--- src/design/nta_pkg.sv ---
`timescale 1ns / 1ps
`default_nettype none

package nta_pkg;

   // Format selection carried by each request transaction.
   typedef enum logic [2:0] {
      OP_CHAR      = 3'd0,
      OP_UDEC      = 3'd1,
      OP_SDEC      = 3'd2,
      OP_HEX16     = 3'd3,
      OP_HEX8      = 3'd4,
      OP_HEX16_PFX = 3'd5,
      OP_HEX8_PFX  = 3'd6,
      OP_RESERVED  = 3'd7
   } opcode_type;

   // Controller states.
   typedef enum logic [3:0] {
      S_IDLE,
      S_CR,
      S_RAW,
      S_PRE0,
      S_PREX,
      S_SIGN,
      S_CONV,
      S_SKIP,
      S_DIG,
      S_HEX
   } state_type;

   // Source of the character placed in the response register.
   typedef enum logic [2:0] {
      SEL_RAW,
      SEL_CR,
      SEL_ZERO,
      SEL_X,
      SEL_MINUS,
      SEL_HEX,
      SEL_DIGIT
   } char_sel_type;

   localparam int VALUE_W  = 64;
   localparam int NUM_BCD  = 20;
   localparam int BCD_W    = NUM_BCD * 4;
   localparam int CNT_W    = 6;

   // Counter start values: conversion bit steps, decimal digits, hex digits.
   localparam logic [CNT_W-1:0] DABBLE_INIT = 6'd63;
   localparam logic [CNT_W-1:0] DIGIT_INIT  = 6'd19;
   localparam logic [CNT_W-1:0] HEX16_INIT  = 6'd15;
   localparam logic [CNT_W-1:0] HEX8_INIT   = 6'd7;

   localparam logic [7:0] ASCII_CR    = 8'h0D;
   localparam logic [7:0] ASCII_LF    = 8'h0A;
   localparam logic [7:0] ASCII_ZERO  = 8'h30;
   localparam logic [7:0] ASCII_X     = 8'h78;
   localparam logic [7:0] ASCII_MINUS = 8'h2D;

   localparam logic [7:0] HEX_DIGITS [16] = '{
      8'h30, 8'h31, 8'h32, 8'h33, 8'h34, 8'h35, 8'h36, 8'h37,
      8'h38, 8'h39, 8'h41, 8'h42, 8'h43, 8'h44, 8'h45, 8'h46
   };

   // Commands from the controller to the datapath.
   typedef struct packed {
      logic             load;
      logic             negate;
      logic             hex8;
      logic             cnt_load;
      logic [CNT_W-1:0] cnt_init;
      logic             dabble;
      logic             shift_hex;
      logic             dec_next;
      logic             emit;
      char_sel_type     sel;
      logic             last;
   } cmd_type;

   // Status from the datapath to the controller.
   typedef struct packed {
      logic out_free;
      logic cnt_zero;
      logic digit_zero;
      logic is_neg;
      logic is_lf;
   } status_type;

   function automatic logic [7:0] hex_char(input logic [3:0] nibble);
      return HEX_DIGITS[nibble];
   endfunction

endpackage

`default_nettype wire

--- src/design/nta_req_if.sv ---
`timescale 1ns / 1ps
`default_nettype none

interface nta_req_if;
   logic        valid;
   logic        ready;
   logic [2:0]  opcode;
   logic [63:0] value;

   modport source (output valid, output opcode, output value, input ready);
   modport sink   (input valid, input opcode, input value, output ready);
endinterface

`default_nettype wire

--- src/design/nta_rsp_if.sv ---
`timescale 1ns / 1ps
`default_nettype none

interface nta_rsp_if;
   logic       valid;
   logic       ready;
   logic [7:0] char_out;
   logic       last;

   modport source (output valid, output char_out, output last, input ready);
   modport sink   (input valid, input char_out, input last, output ready);
endinterface

`default_nettype wire

--- src/design/nta_datapath.sv ---
`timescale 1ns / 1ps
`default_nettype none

module nta_datapath (
   input  wire logic                   clock,
   input  wire logic                   reset,
   input  wire logic [63:0]            req_value,
   input  wire nta_pkg::cmd_type       cmd,
   output nta_pkg::status_type         status,
   output logic                        rsp_valid,
   input  wire logic                   rsp_ready,
   output logic [7:0]                  rsp_char_out,
   output logic                        rsp_last
);

   logic [nta_pkg::VALUE_W-1:0] value_ff, value_in;
   logic [nta_pkg::BCD_W-1:0]   bcd_ff, bcd_in;
   logic [nta_pkg::BCD_W-1:0]   adj_bcd;
   logic [nta_pkg::CNT_W-1:0]   cnt_ff, cnt_in;
   logic                        out_valid_ff, out_valid_in;
   logic [7:0]                  out_char_ff, out_char_in;
   logic                        out_last_ff, out_last_in;
   logic [7:0]                  sel_char;
   logic                        out_free;

   // Add three to every BCD digit of five or more before the next shift.
   always_comb begin
      for (int d = 0; d < nta_pkg::NUM_BCD; d++) begin
         if (bcd_ff[d*4 +: 4] >= 4'd5) begin
            adj_bcd[d*4 +: 4] = bcd_ff[d*4 +: 4] + 4'd3;
         end else begin
            adj_bcd[d*4 +: 4] = bcd_ff[d*4 +: 4];
         end
      end
   end

   // Value shifter, BCD accumulator and step counter.
   always_comb begin
      value_in = value_ff;
      bcd_in   = bcd_ff;
      cnt_in   = cnt_ff;
      if (cmd.load) begin
         bcd_in = '0;
         if (cmd.negate) begin
            value_in = ~req_value + 64'd1;
         end else if (cmd.hex8) begin
            value_in = {req_value[31:0], 32'd0};
         end else begin
            value_in = req_value;
         end
      end else if (cmd.dabble) begin
         bcd_in   = {adj_bcd[nta_pkg::BCD_W-2:0], value_ff[nta_pkg::VALUE_W-1]};
         value_in = {value_ff[nta_pkg::VALUE_W-2:0], 1'b0};
      end else if (cmd.shift_hex) begin
         value_in = {value_ff[nta_pkg::VALUE_W-5:0], 4'd0};
      end else if (cmd.dec_next) begin
         bcd_in = {bcd_ff[nta_pkg::BCD_W-5:0], 4'd0};
      end
      if (cmd.cnt_load) begin
         cnt_in = cmd.cnt_init;
      end else if (cmd.dabble || cmd.shift_hex || cmd.dec_next) begin
         cnt_in = cnt_ff - 1'b1;
      end
   end

   // Character selection for the response register.
   always_comb begin
      unique case (cmd.sel)
         nta_pkg::SEL_RAW:   sel_char = value_ff[7:0];
         nta_pkg::SEL_CR:    sel_char = nta_pkg::ASCII_CR;
         nta_pkg::SEL_ZERO:  sel_char = nta_pkg::ASCII_ZERO;
         nta_pkg::SEL_X:     sel_char = nta_pkg::ASCII_X;
         nta_pkg::SEL_MINUS: sel_char = nta_pkg::ASCII_MINUS;
         nta_pkg::SEL_HEX:
            sel_char = nta_pkg::hex_char(value_ff[nta_pkg::VALUE_W-1 -: 4]);
         nta_pkg::SEL_DIGIT:
            sel_char = nta_pkg::ASCII_ZERO | {4'd0, bcd_ff[nta_pkg::BCD_W-1 -: 4]};
         default:            sel_char = value_ff[7:0];
      endcase
   end

   // Response register: loads on emit, drains when the sink takes it.
   assign out_free = !out_valid_ff || rsp_ready;

   always_comb begin
      out_valid_in = out_valid_ff;
      out_char_in  = out_char_ff;
      out_last_in  = out_last_ff;
      if (cmd.emit) begin
         out_valid_in = 1'b1;
         out_char_in  = sel_char;
         out_last_in  = cmd.last;
      end else if (rsp_ready) begin
         out_valid_in = 1'b0;
      end
   end

   always_ff @(posedge clock) begin
      if (reset) begin
         out_valid_ff <= 1'b0;
         cnt_ff       <= '0;
      end else begin
         out_valid_ff <= out_valid_in;
         cnt_ff       <= cnt_in;
      end
      value_ff    <= value_in;
      bcd_ff      <= bcd_in;
      out_char_ff <= out_char_in;
      out_last_ff <= out_last_in;
   end

   assign status.out_free   = out_free;
   assign status.cnt_zero   = (cnt_ff == '0);
   assign status.digit_zero = (bcd_ff[nta_pkg::BCD_W-1 -: 4] == 4'd0);
   assign status.is_neg     = req_value[nta_pkg::VALUE_W-1];
   assign status.is_lf      = (req_value[7:0] == nta_pkg::ASCII_LF);

   assign rsp_valid    = out_valid_ff;
   assign rsp_char_out = out_char_ff;
   assign rsp_last     = out_last_ff;

   // The response register is never overwritten while it holds an untaken character.
   assert property (@(posedge clock) disable iff (reset)
      cmd.emit |-> out_free)
      else $error("emit while response register is occupied");

   // A conversion step never pushes a set bit out of the top digit.
   assert property (@(posedge clock) disable iff (reset)
      cmd.dabble |-> !adj_bcd[nta_pkg::BCD_W-1])
      else $error("decimal conversion overflow");

   // Digit emission only runs inside the twenty-digit window.
   assert property (@(posedge clock) disable iff (reset)
      cmd.dec_next |-> cnt_ff <= nta_pkg::DIGIT_INIT)
      else $error("digit counter out of range");

endmodule

`default_nettype wire

--- src/design/nta_ctrl.sv ---
`timescale 1ns / 1ps
`default_nettype none

module nta_ctrl (
   input  wire logic                clock,
   input  wire logic                reset,
   input  wire logic                req_valid,
   output logic                     req_ready,
   input  wire logic [2:0]          req_opcode,
   input  wire nta_pkg::status_type status,
   output nta_pkg::cmd_type         cmd
);

   nta_pkg::state_type  state_ff, state_in;
   nta_pkg::opcode_type op;

   assign op = nta_pkg::opcode_type'(req_opcode);

   // State register.
   always_ff @(posedge clock) begin
      if (reset) begin
         state_ff <= nta_pkg::S_IDLE;
      end else begin
         state_ff <= state_in;
      end
   end

   // Next state and datapath commands.
   always_comb begin
      state_in  = state_ff;
      req_ready = 1'b0;
      cmd       = '0;
      cmd.sel   = nta_pkg::SEL_RAW;
      unique case (state_ff)
         nta_pkg::S_IDLE: begin
            req_ready = 1'b1;
            if (req_valid) begin
               cmd.load = 1'b1;
               unique case (op)
                  nta_pkg::OP_CHAR: begin
                     state_in = status.is_lf ? nta_pkg::S_CR : nta_pkg::S_RAW;
                  end
                  nta_pkg::OP_UDEC: begin
                     cmd.cnt_load = 1'b1;
                     cmd.cnt_init = nta_pkg::DABBLE_INIT;
                     state_in     = nta_pkg::S_CONV;
                  end
                  nta_pkg::OP_SDEC: begin
                     cmd.negate   = status.is_neg;
                     cmd.cnt_load = 1'b1;
                     cmd.cnt_init = nta_pkg::DABBLE_INIT;
                     state_in     = status.is_neg ? nta_pkg::S_SIGN : nta_pkg::S_CONV;
                  end
                  nta_pkg::OP_HEX16: begin
                     cmd.cnt_load = 1'b1;
                     cmd.cnt_init = nta_pkg::HEX16_INIT;
                     state_in     = nta_pkg::S_HEX;
                  end
                  nta_pkg::OP_HEX8: begin
                     cmd.hex8     = 1'b1;
                     cmd.cnt_load = 1'b1;
                     cmd.cnt_init = nta_pkg::HEX8_INIT;
                     state_in     = nta_pkg::S_HEX;
                  end
                  nta_pkg::OP_HEX16_PFX: begin
                     cmd.cnt_load = 1'b1;
                     cmd.cnt_init = nta_pkg::HEX16_INIT;
                     state_in     = nta_pkg::S_PRE0;
                  end
                  nta_pkg::OP_HEX8_PFX: begin
                     cmd.hex8     = 1'b1;
                     cmd.cnt_load = 1'b1;
                     cmd.cnt_init = nta_pkg::HEX8_INIT;
                     state_in     = nta_pkg::S_PRE0;
                  end
                  nta_pkg::OP_RESERVED: begin
                     // The transaction is dropped and produces no characters.
                     cmd.load = 1'b0;
                  end
                  default: cmd.load = 1'b0;
               endcase
            end
         end
         nta_pkg::S_CR: begin
            if (status.out_free) begin
               cmd.emit = 1'b1;
               cmd.sel  = nta_pkg::SEL_CR;
               state_in = nta_pkg::S_RAW;
            end
         end
         nta_pkg::S_RAW: begin
            if (status.out_free) begin
               cmd.emit = 1'b1;
               cmd.sel  = nta_pkg::SEL_RAW;
               cmd.last = 1'b1;
               state_in = nta_pkg::S_IDLE;
            end
         end
         nta_pkg::S_PRE0: begin
            if (status.out_free) begin
               cmd.emit = 1'b1;
               cmd.sel  = nta_pkg::SEL_ZERO;
               state_in = nta_pkg::S_PREX;
            end
         end
         nta_pkg::S_PREX: begin
            if (status.out_free) begin
               cmd.emit = 1'b1;
               cmd.sel  = nta_pkg::SEL_X;
               state_in = nta_pkg::S_HEX;
            end
         end
         nta_pkg::S_SIGN: begin
            if (status.out_free) begin
               cmd.emit = 1'b1;
               cmd.sel  = nta_pkg::SEL_MINUS;
               state_in = nta_pkg::S_CONV;
            end
         end
         nta_pkg::S_CONV: begin
            // One binary-to-BCD step per cycle, most significant bit first.
            cmd.dabble = 1'b1;
            if (status.cnt_zero) begin
               cmd.cnt_load = 1'b1;
               cmd.cnt_init = nta_pkg::DIGIT_INIT;
               state_in     = nta_pkg::S_SKIP;
            end
         end
         nta_pkg::S_SKIP: begin
            // Drop leading zeros; the units digit always prints.
            if (!status.cnt_zero && status.digit_zero) begin
               cmd.dec_next = 1'b1;
            end else begin
               state_in = nta_pkg::S_DIG;
            end
         end
         nta_pkg::S_DIG: begin
            if (status.out_free) begin
               cmd.emit     = 1'b1;
               cmd.sel      = nta_pkg::SEL_DIGIT;
               cmd.dec_next = 1'b1;
               cmd.last     = status.cnt_zero;
               if (status.cnt_zero) begin
                  state_in = nta_pkg::S_IDLE;
               end
            end
         end
         nta_pkg::S_HEX: begin
            if (status.out_free) begin
               cmd.emit      = 1'b1;
               cmd.sel       = nta_pkg::SEL_HEX;
               cmd.shift_hex = 1'b1;
               cmd.last      = status.cnt_zero;
               if (status.cnt_zero) begin
                  state_in = nta_pkg::S_IDLE;
               end
            end
         end
         default: state_in = nta_pkg::S_IDLE;
      endcase
   end

   // The final character of a run always returns the controller to idle.
   assert property (@(posedge clock) disable iff (reset)
      (cmd.emit && cmd.last) |=> state_ff == nta_pkg::S_IDLE)
      else $error("controller not idle after final character");

endmodule

`default_nettype wire

--- src/design/number_to_ascii_formatter_core.sv ---
`timescale 1ns / 1ps
`default_nettype none

// Channel   Direction  Payload                          Handshake
// req_chan  in         opcode[2:0], value[63:0]         valid/ready
// rsp_chan  out        char_out[7:0], last              valid/ready
//
// One request at a time; ready is high only while the controller is idle.
// Characters leave at one per cycle, while the sink is ready, through a
// single response register. Decimal output converts the value, skips up
// to 19 leading zeros and emits the digits; hex emits each digit in turn.
// Reset clears the controller and the response valid; no memory is cleared.
// A stalled response sink holds each emitting state without losing data.

module number_to_ascii_formatter_core (
   input  wire logic clock,
   input  wire logic reset,
   nta_req_if.sink   req_chan,
   nta_rsp_if.source rsp_chan
);

   nta_pkg::cmd_type    cmd;
   nta_pkg::status_type status;

   nta_ctrl u_ctrl (
      .clock      (clock),
      .reset      (reset),
      .req_valid  (req_chan.valid),
      .req_ready  (req_chan.ready),
      .req_opcode (req_chan.opcode),
      .status     (status),
      .cmd        (cmd)
   );

   nta_datapath u_datapath (
      .clock        (clock),
      .reset        (reset),
      .req_value    (req_chan.value),
      .cmd          (cmd),
      .status       (status),
      .rsp_valid    (rsp_chan.valid),
      .rsp_ready    (rsp_chan.ready),
      .rsp_char_out (rsp_chan.char_out),
      .rsp_last     (rsp_chan.last)
   );

endmodule

`default_nettype wire

--- src/flat_wrapper.sv ---
// flat-port wrapper written by rule: the top's interface ports become plain ports
module number_to_ascii_formatter_core_flat 
  (clock, reset, req_chan_valid, req_chan_opcode, req_chan_value, req_chan_ready, rsp_chan_valid, rsp_chan_char_out, rsp_chan_last, rsp_chan_ready);
  nta_req_if req_chan_i ();
  nta_rsp_if rsp_chan_i ();
  input  wire logic clock;
  input  wire logic reset;
  input wire logic [$bits(req_chan_i.valid)-1:0] req_chan_valid;
  input wire logic [$bits(req_chan_i.opcode)-1:0] req_chan_opcode;
  input wire logic [$bits(req_chan_i.value)-1:0] req_chan_value;
  output wire logic [$bits(req_chan_i.ready)-1:0] req_chan_ready;
  output wire logic [$bits(rsp_chan_i.valid)-1:0] rsp_chan_valid;
  output wire logic [$bits(rsp_chan_i.char_out)-1:0] rsp_chan_char_out;
  output wire logic [$bits(rsp_chan_i.last)-1:0] rsp_chan_last;
  input wire logic [$bits(rsp_chan_i.ready)-1:0] rsp_chan_ready;
  assign req_chan_i.valid = req_chan_valid;
  assign req_chan_i.opcode = req_chan_opcode;
  assign req_chan_i.value = req_chan_value;
  assign req_chan_ready = req_chan_i.ready;
  assign rsp_chan_valid = rsp_chan_i.valid;
  assign rsp_chan_char_out = rsp_chan_i.char_out;
  assign rsp_chan_last = rsp_chan_i.last;
  assign rsp_chan_i.ready = rsp_chan_ready;
  number_to_ascii_formatter_core u_core (.clock(clock), .reset(reset), .req_chan(req_chan_i), .rsp_chan(rsp_chan_i));
endmodule
--- config.mk ---
export PLATFORM = sky130hd
export DESIGN_NAME = number_to_ascii_formatter_core_flat
export DESIGN_NICKNAME = d
export VERILOG_FILES = /design/src/design/nta_pkg.sv /design/src/design/nta_req_if.sv /design/src/design/nta_rsp_if.sv /design/src/design/nta_datapath.sv /design/src/design/nta_ctrl.sv /design/src/design/number_to_ascii_formatter_core.sv /design/src/flat_wrapper.sv
export SDC_FILE = /design/constraint.sdc
export NUM_CORES = 1
export LEC_CHECK = 0
export ABC_AREA = 0
export ABC_CLOCK_PERIOD_IN_PS = 5240
export BUFFER_PORTS_ARGS = -buffer_cell sky130_fd_sc_hd__clkbuf_2
export CORE_UTILIZATION = 25
export CTS_CLUSTER_DIAMETER = 200
export DETAILED_ROUTE_END_ITERATION = 16
export PLACE_DENSITY_LB_ADDON = 0.3
export SLEW_MARGIN = 20
export SYNTH_ARGS = -nofsm -noshare
export SYNTH_HDL_FRONTEND = slang
export SYNTH_SLANG_ARGS = --single-unit
--- constraint.sdc ---
create_clock -name clock -period 5.24 [get_ports clock]
set_clock_uncertainty 0.15 [all_clocks]
set_input_delay 0.786 -clock clock [delete_from_list [all_inputs] [get_ports clock]]
set_output_delay 0.786 -clock clock [all_outputs]
set_load 0.01 [all_outputs]
==> key figures, run 1 <==
Clock tree
  – Num Clock Sinks: between 150 and 200
  – Postcts setup bufs: 0
  – Clock-pin slew on the worst setup and hold paths: ~70 ps
  – Post-CTS sizing: 0
  – Longest Clk Path Bufs: 2
  – Num CTS Buffers: 17
  – CTS Hold Buffers Added: 0
  – CTS tree: yes
  – Worst-Skew Late Latency: about 460 ps
  – Root buf cell: clkbuf_16
  – H-tree depth: 4

STA
  – Slew Limit Headroom: 0.2675
  – Max Fclk: approximately 270 MHz
  – Setup Viol. Count Final: 0
  – Min Tclk post-route: 3702 ps
  – Post-route setup TNS: 0 ps
  – Final Max Tran Viols: 0
  – Final Hold Fails: 0
  – Final WS setup: approximately 1500 ps
  – Slew @ Worst Pin: 1099 ps
  – RSZ-0062 raised after global routing: false
  – Final worst path period share: 0.7065

Global route
  – Largest net degree at the start of global routing: 65
  – First-pass GRT wire length: 56,800 µm
  – Vias in the first global route: just over 10,000
  – Remaining Overflow, GRT: 0
  – Antenna violations before repair: 0
  – Total GRT Usage: 0.1492

Final layout
  – Share of cells above drive strength 1: 0.1209
  – Filler Cell Count: around 4,900
  – Layout net count: around 1,500
  – Diode count: 0
  – Final Non-Filler Cells: a little over 2,000
  – Design Area, Final: 13,350 µm²
  – Final core occ: 0.2867
  – Area growth syn-to-layout: 12.94%

Route
  – Via/cell ratio: ~5.3
  – Routed WL: around 36,000 µm
  – DRC: 0
  – 1st-pass router iterations: 5
  – Iteration-0 DRC Markers: slightly above 900
  – Wire per inst: about 18 µm
  – Routed Antenna Nets: 0
  – Via Count: ~11,000

Logic synthesis
  – Post-synthesis sequential area ratio: 0.3397
  – Distinct cells, synth: about 70
  – Area share of the largest cell type after synthesis: 0.1855
  – Post-synthesis register bit count: 164
  – Top_reg_cell synth: dfxtp_1
  – Commonest cells in the netlist: nand2_1 (172), a21oi_1 (122), nor2_1 (99)
  – Synthesized area: about 12,000 µm²
  – Most frequent cell after synthesis: nand2_1
  – Cell count after synthesis: between 1,000 and 1,500
  – Avg Cell Area, Syn: ~8.5 µm²
  – Largest area contributor in the netlist: edfxtp_1
  – EDFF count, synth: 73
  – Syn Nets: 1,515
  – Largest cells by area after synthesis: edfxtp_1 (19%), dfxtp_1 (15%), mux2i_1 (6.9%)
  – Async SR Flop Fraction: 0
  – Syn. warnings: 0

Power and ir drop
  – Max VDD drop: 0.2375 mV
  – Power per cell area: 457.6 nW/µm²
  – Leakage: about 4.8 nW

Setup path
  – Arr. time, crit path: around 3700 ps
  – Crit Path Class: flop to flop
  – Crit path largest cell delay: around 840 ps
  – Worst setup EP type: flop
  – Reg2Reg Setup Slack: about 1500 ps
  – Critical-path top delay cell: nor2_4
  – Critical path peak fanout: 27
  – Critical path required time: about 5200 ps
  – CP Launch Type: flop
  – Worst path cell trace: or4_4 > inv_2 > and2_1 > nand2_2 > nor2_4 > a32o_1 > a21oi_1

Min path
  – Worst hold path type: flop to flop

Die
  – Core Footprint: around 47,000 µm²
  – Die area: slightly below 50,000 µm²
  – Die extent in x: around 220 µm
  – Starting Density: 0.2538
  – Chip height: between 200 and 250 µm
  – Io pins: slightly above 80
  – Row cnt: 79

Placement
  – Inst Count DP: between 2,000 and 2,500
  – Post-DP Area: between 10,000 and 15,000 µm²
  – Final GP Congestion: just under 0.9
  – Detailed placer's ending HPWL: between 20,000 and 25,000 µm
  – Post-place setup slack: 1428 ps
  – Port buffer count: 81

Outcome
  – Status: finished, final reports clean

Flow run
  – Max Cap Viol: 0
[path summary, 6_finish.rpt]
check | cells past startpoint | end | from
worst max-delay path | 7 | u_core.u_datapath.value_ff[51] | u_core.u_ctrl.state_ff[2]
worst min-delay path | 2 | u_core.u_datapath.cnt_ff[5] | u_core.u_datapath.cnt_ff[5]
worst max register to register | 7 | u_core.u_datapath.value_ff[51] | u_core.u_ctrl.state_ff[2]
worst min register to register | 2 | u_core.u_datapath.cnt_ff[5] | u_core.u_datapath.cnt_ff[5]
[power breakdown]
part           internal, mW  leakage (nW)  switching (mW)
Sequential             1.96          1.43           0.440
Combinational         0.959          3.15            1.48
Clock                 0.671         0.269           0.589
[cell usage in the layout, fill, tap and decap left out, types with 34 or more instances in the layout]
cell type,count
inv_1,55
ha_1,46
xnor2_1,59
o21ai_0,72
dfxtp_1,91
nor2_1,99
nand2_1,172
nand3_1,34
clkbuf_2,81
nor3_1,34
mux2i_1,81
edfxtp_1,73
nand2b_1,39
a21oi_1,121
[critical path, delay by kind of cell (launching register included)]
| family | cells | cell delay (ps) |
|---|---|---|
| buffers and inverters | 1 | 120 |
| AOI/OAI and AO/OA | 2 | 280 |
| DFF | 1 | 550 |
| and+or+nand+nor | 4 | 2300 |
[cell type report]
| cell class | instances | area, µm² | area share |
|---|---|---|---|
| Multi-Input combinational cell | 1089 | 7263 | 0.5442 |
| Sequential cell | 164 | 4014 | 0.3007 |
| Tap cell | 607 | 759.5 | 0.05690 |
| Timing Repair Buffer | 98 | 533.0 | 0.03994 |
| Clock buffer | 18 | 439.2 | 0.03291 |
| Inverter | 56 | 210.2 | 0.01575 |
| Clock inverter | 14 | 127.6 | 0.009562 |
[flip-flops by register name (all words and copies together) (netlist names)]
register,cells
u_core.u_datapath.value_ff,64
u_core.u_datapath.cnt_ff,6
u_core.u_datapath.rsp_last,1
u_core.u_datapath.rsp_char_out,8
u_core.u_datapath.rsp_valid,1
u_core.u_datapath.bcd_ff,80
u_core.u_ctrl.state_ff,4
[cell families after synthesis]
logic type / count (synthesis) / synth area share
multiplexers: 82 / 0.06956
buffers and inverters: 145 / 0.05071
AO/OA/AOI/OAI: 403 / 0.2286
XOR/XNOR: 74 / 0.05484
flip-flops: 164 / 0.3397
adder cells (fa/ha/maj): 46 / 0.04870
AND/OR/NAND/NOR: 484 / 0.2079
[through the flow]
step	power [mW]	hold slack, ps
finish	6.108	343.7
global route	6.517	363.7
CTS	6.158	344.3
detailed placement	4.877	336.6
global placement	4.839	326.2
floorplan	4.086	303.1
[layer usage]
layer,GRT usage,up-vias,wire length (µm)
met4,0.03472,0,303
met1,0.2026,5225,16780
met5,0,-,0
li1,-,5259,-
met3,0.02980,20,1864
met2,0.2410,293,16940
No activity file was read; power rests on OpenSTA's default activity.
==> run 2: changes to the inputs <==
--- a/config.mk
+++ b/config.mk
@@ -6,7 +6,7 @@
 export NUM_CORES = 1
 export LEC_CHECK = 0
 export ABC_AREA = 0
-export ABC_CLOCK_PERIOD_IN_PS = 5240
+export ABC_CLOCK_PERIOD_IN_PS = 3100
 export BUFFER_PORTS_ARGS = -buffer_cell sky130_fd_sc_hd__clkbuf_2
 export CORE_UTILIZATION = 25
 export CTS_CLUSTER_DIAMETER = 200
==> constraint.sdc (replaced) <==
create_clock -name clock -period 3.1 [get_ports clock]
set_clock_uncertainty 0.15 [all_clocks]
set_input_delay 0.465 -clock clock [delete_from_list [all_inputs] [get_ports clock]]
set_output_delay 0.465 -clock clock [all_outputs]
set_load 0.01 [all_outputs]
==> key figures, run 2 (synthesis results as in run 1) <==
Outcome
  – Status: finished, final reports clean

Final layout
  – Final core occ: 0.2943
  – Area growth syn-to-layout: 15.93%
  – Register area: ~4000 µm²
  – Diode count: 0
  – Share of cells above drive strength 1: 0.1358
  – Biggest register: u_core.u_datapath.bcd_ff
  – Most common cell after layout, fill and taps aside: nand2_1
  – Footprint of the multi-input gates: between 7000 and 8000 µm²
  – Filler Cell Count: approximately 4,900
  – Commonest cells after routing, fill and taps aside: nand2_1 (172), a21oi_1 (121), nor2_1 (99), dfxtp_1 (91)
  – Layout net count: ~1,600
  – Flip-flop count of the largest register after layout: 80

Global route
  – First-pass GRT wire length: 58,550 µm
  – Antenna violations before repair: 0
  – Vias in the first global route: ~11,000
  – Total GRT Usage: 0.1537
  – Remaining Overflow, GRT: 0
  – Largest net degree at the start of global routing: 64

Die
  – Core Footprint: around 47,000 µm²
  – Row cnt: approximately 80
  – Starting Density: 0.2538
  – Chip height: 219.4 µm
  – Die area: between 40,000 and 50,000 µm²
  – Io pins: 82
  – Die extent in x: between 200 and 250 µm

Setup path
  – Worst path cell trace: nor4_1 > a211oi_2 > or4_1 > a21oi_1 > o21ai_0 > a21oi_1
  – WP depth: 6
  – Critical path's top delay family: simple AND/OR/NAND/NOR gates
  – Worst path bufs/invs: 0
  – CP Launch Type: flop
  – Crit Path Class: flop to flop
  – Critical-path top delay cell: nor4_1
  – Arr. time, crit path: 3040 ps
  – Cells on worst reg2reg path: 6
  – Worst setup EP type: flop
  – Most numerous cell on the critical path: a21oi_1
  – Crit path largest cell delay: roughly 640 ps
  – Critical path required time: around 3300 ps
  – Critical path peak fanout: 6

Clock tree
  – H-tree depth: 4
  – Post-CTS sizing: 0
  – Postcts setup bufs: 0
  – Num Clock Sinks: around 160
  – CTS tree: yes
  – Num CTS Buffers: 17
  – Root buf cell: clkbuf_16
  – Worst-Skew Late Latency: approximately 460 ps
  – CTS Hold Buffers Added: 0
  – Longest Clk Path Bufs: 2
  – Clock-pin slew on the worst setup and hold paths: roughly 70 ps

Route
  – Via/cell ratio: between 5 and 6
  – Iteration-0 DRC Markers: approximately 900
  – DRC: 0
  – Routed Antenna Nets: 0
  – Wire per inst: 17.75 µm
  – Routed WL: ~37,000 µm
  – 1st-pass router iterations: 5
  – Via Count: approximately 11,000

Min path
  – Worst hold path type: primary input to flop
  – Worst Hold Depth: 2

Power and ir drop
  – Max VDD drop: between 0.3 and 0.4 mV
  – Power per cell area: 779.9 nW/µm²
  – Leakage: 5.043 nW

Placement
  – Detailed placer's ending HPWL: 25,090 µm
  – Port buffer count: 81
  – Final GP Congestion: between 0.8 and 0.9

STA
  – Final Hold Fails: 0
  – Final Max Tran Viols: 0
  – Min Tclk post-route: around 2800 ps
  – Slew Limit Headroom: 0.3662
  – Setup Viol. Count Final: 0
  – Final worst path period share: 0.9045
  – Post-route setup TNS: 0 ps
  – RSZ-0062 raised after global routing: false
  – Max Fclk: between 300 and 400 MHz
  – Slew @ Worst Pin: around 950 ps

Flow run
  – Max Cap Viol: 0
-- run 2: cell count changes in the layout (fill, tap and decap cells not counted), moves of 2 or more --
cell        before  now
clkinv_4         2    4
inv_4            0    4
buf_12           0   10
clkinvlp_4       4    0
clkinv_2         3    0
inv_6            4    0
buf_4           17   34
-- run 2: metal layers --
| metal | global-route usage | vias up | part of all wire |
|---|---|---|---|
| met5 | 0 | - | 0 |
| met4 | 0.05093 | 0 | 0.021 |
| met3 | 0.02786 | 50 | 0.052 |
| met2 | 0.2494 | 313 | 0.47 |
| met1 | 0.2038 | 5367 | 0.46 |
| li1 | - | 5306 | - |
-- run 2: area by class of cell --
| class | count | share of cell area |
|---|---|---|
| Clock buffer | 21 | 0.03516 |
| Clock inverter | 10 | 0.008767 |
| Inverter | 56 | 0.01534 |
| Multi-Input combinational cell | 1089 | 0.5295 |
| Sequential cell | 164 | 0.2930 |
| Tap cell | 607 | 0.05543 |
| Timing Repair Buffer | 125 | 0.06283 |
-- run 2: power breakdown --
part	internal (mW)	total, mW	leakage (nW)	switching, mW
Combinational	1.77	4.45	3.31	2.67
Clock	1.28	2.25	0.300	0.969
Sequential	3.31	3.99	1.43	0.682
-- run 2: per-stage QoR --
| stage | cell area [µm²] | cells | hold slack (ps) | total power [mW] | worst slack, ps |
|---|---|---|---|---|---|
| after detailed placement | 13100 | 2041 | 327.8 | 8.460 | 196.9 |
| after CTS | 13700 | 2072 | 186.0 | 10.74 | 302.7 |
| final | 13700 | 2072 | 212.9 | 10.68 | 296.1 |
| after global placement | 13100 | 2041 | 320.8 | 8.401 | 210.0 |
| after floorplan | 11830 | 1398 | 303.1 | 6.892 | 258.8 |
| after global routing | 13700 | 2072 | 206.0 | 11.36 | 101.5 |
-- run 2: final timing paths --
check / start / endpoint / slack (ps)
worst max-delay path: u_core.u_datapath.cnt_ff[2] / u_core.u_datapath.cnt_ff[3] / 300
worst min-delay path: reset / u_core.u_datapath.cnt_ff[3] / 210
worst max register to register: u_core.u_datapath.cnt_ff[2] / u_core.u_datapath.cnt_ff[3] / 300
worst min register to register: u_core.u_datapath.cnt_ff[5] / u_core.u_datapath.cnt_ff[5] / 330
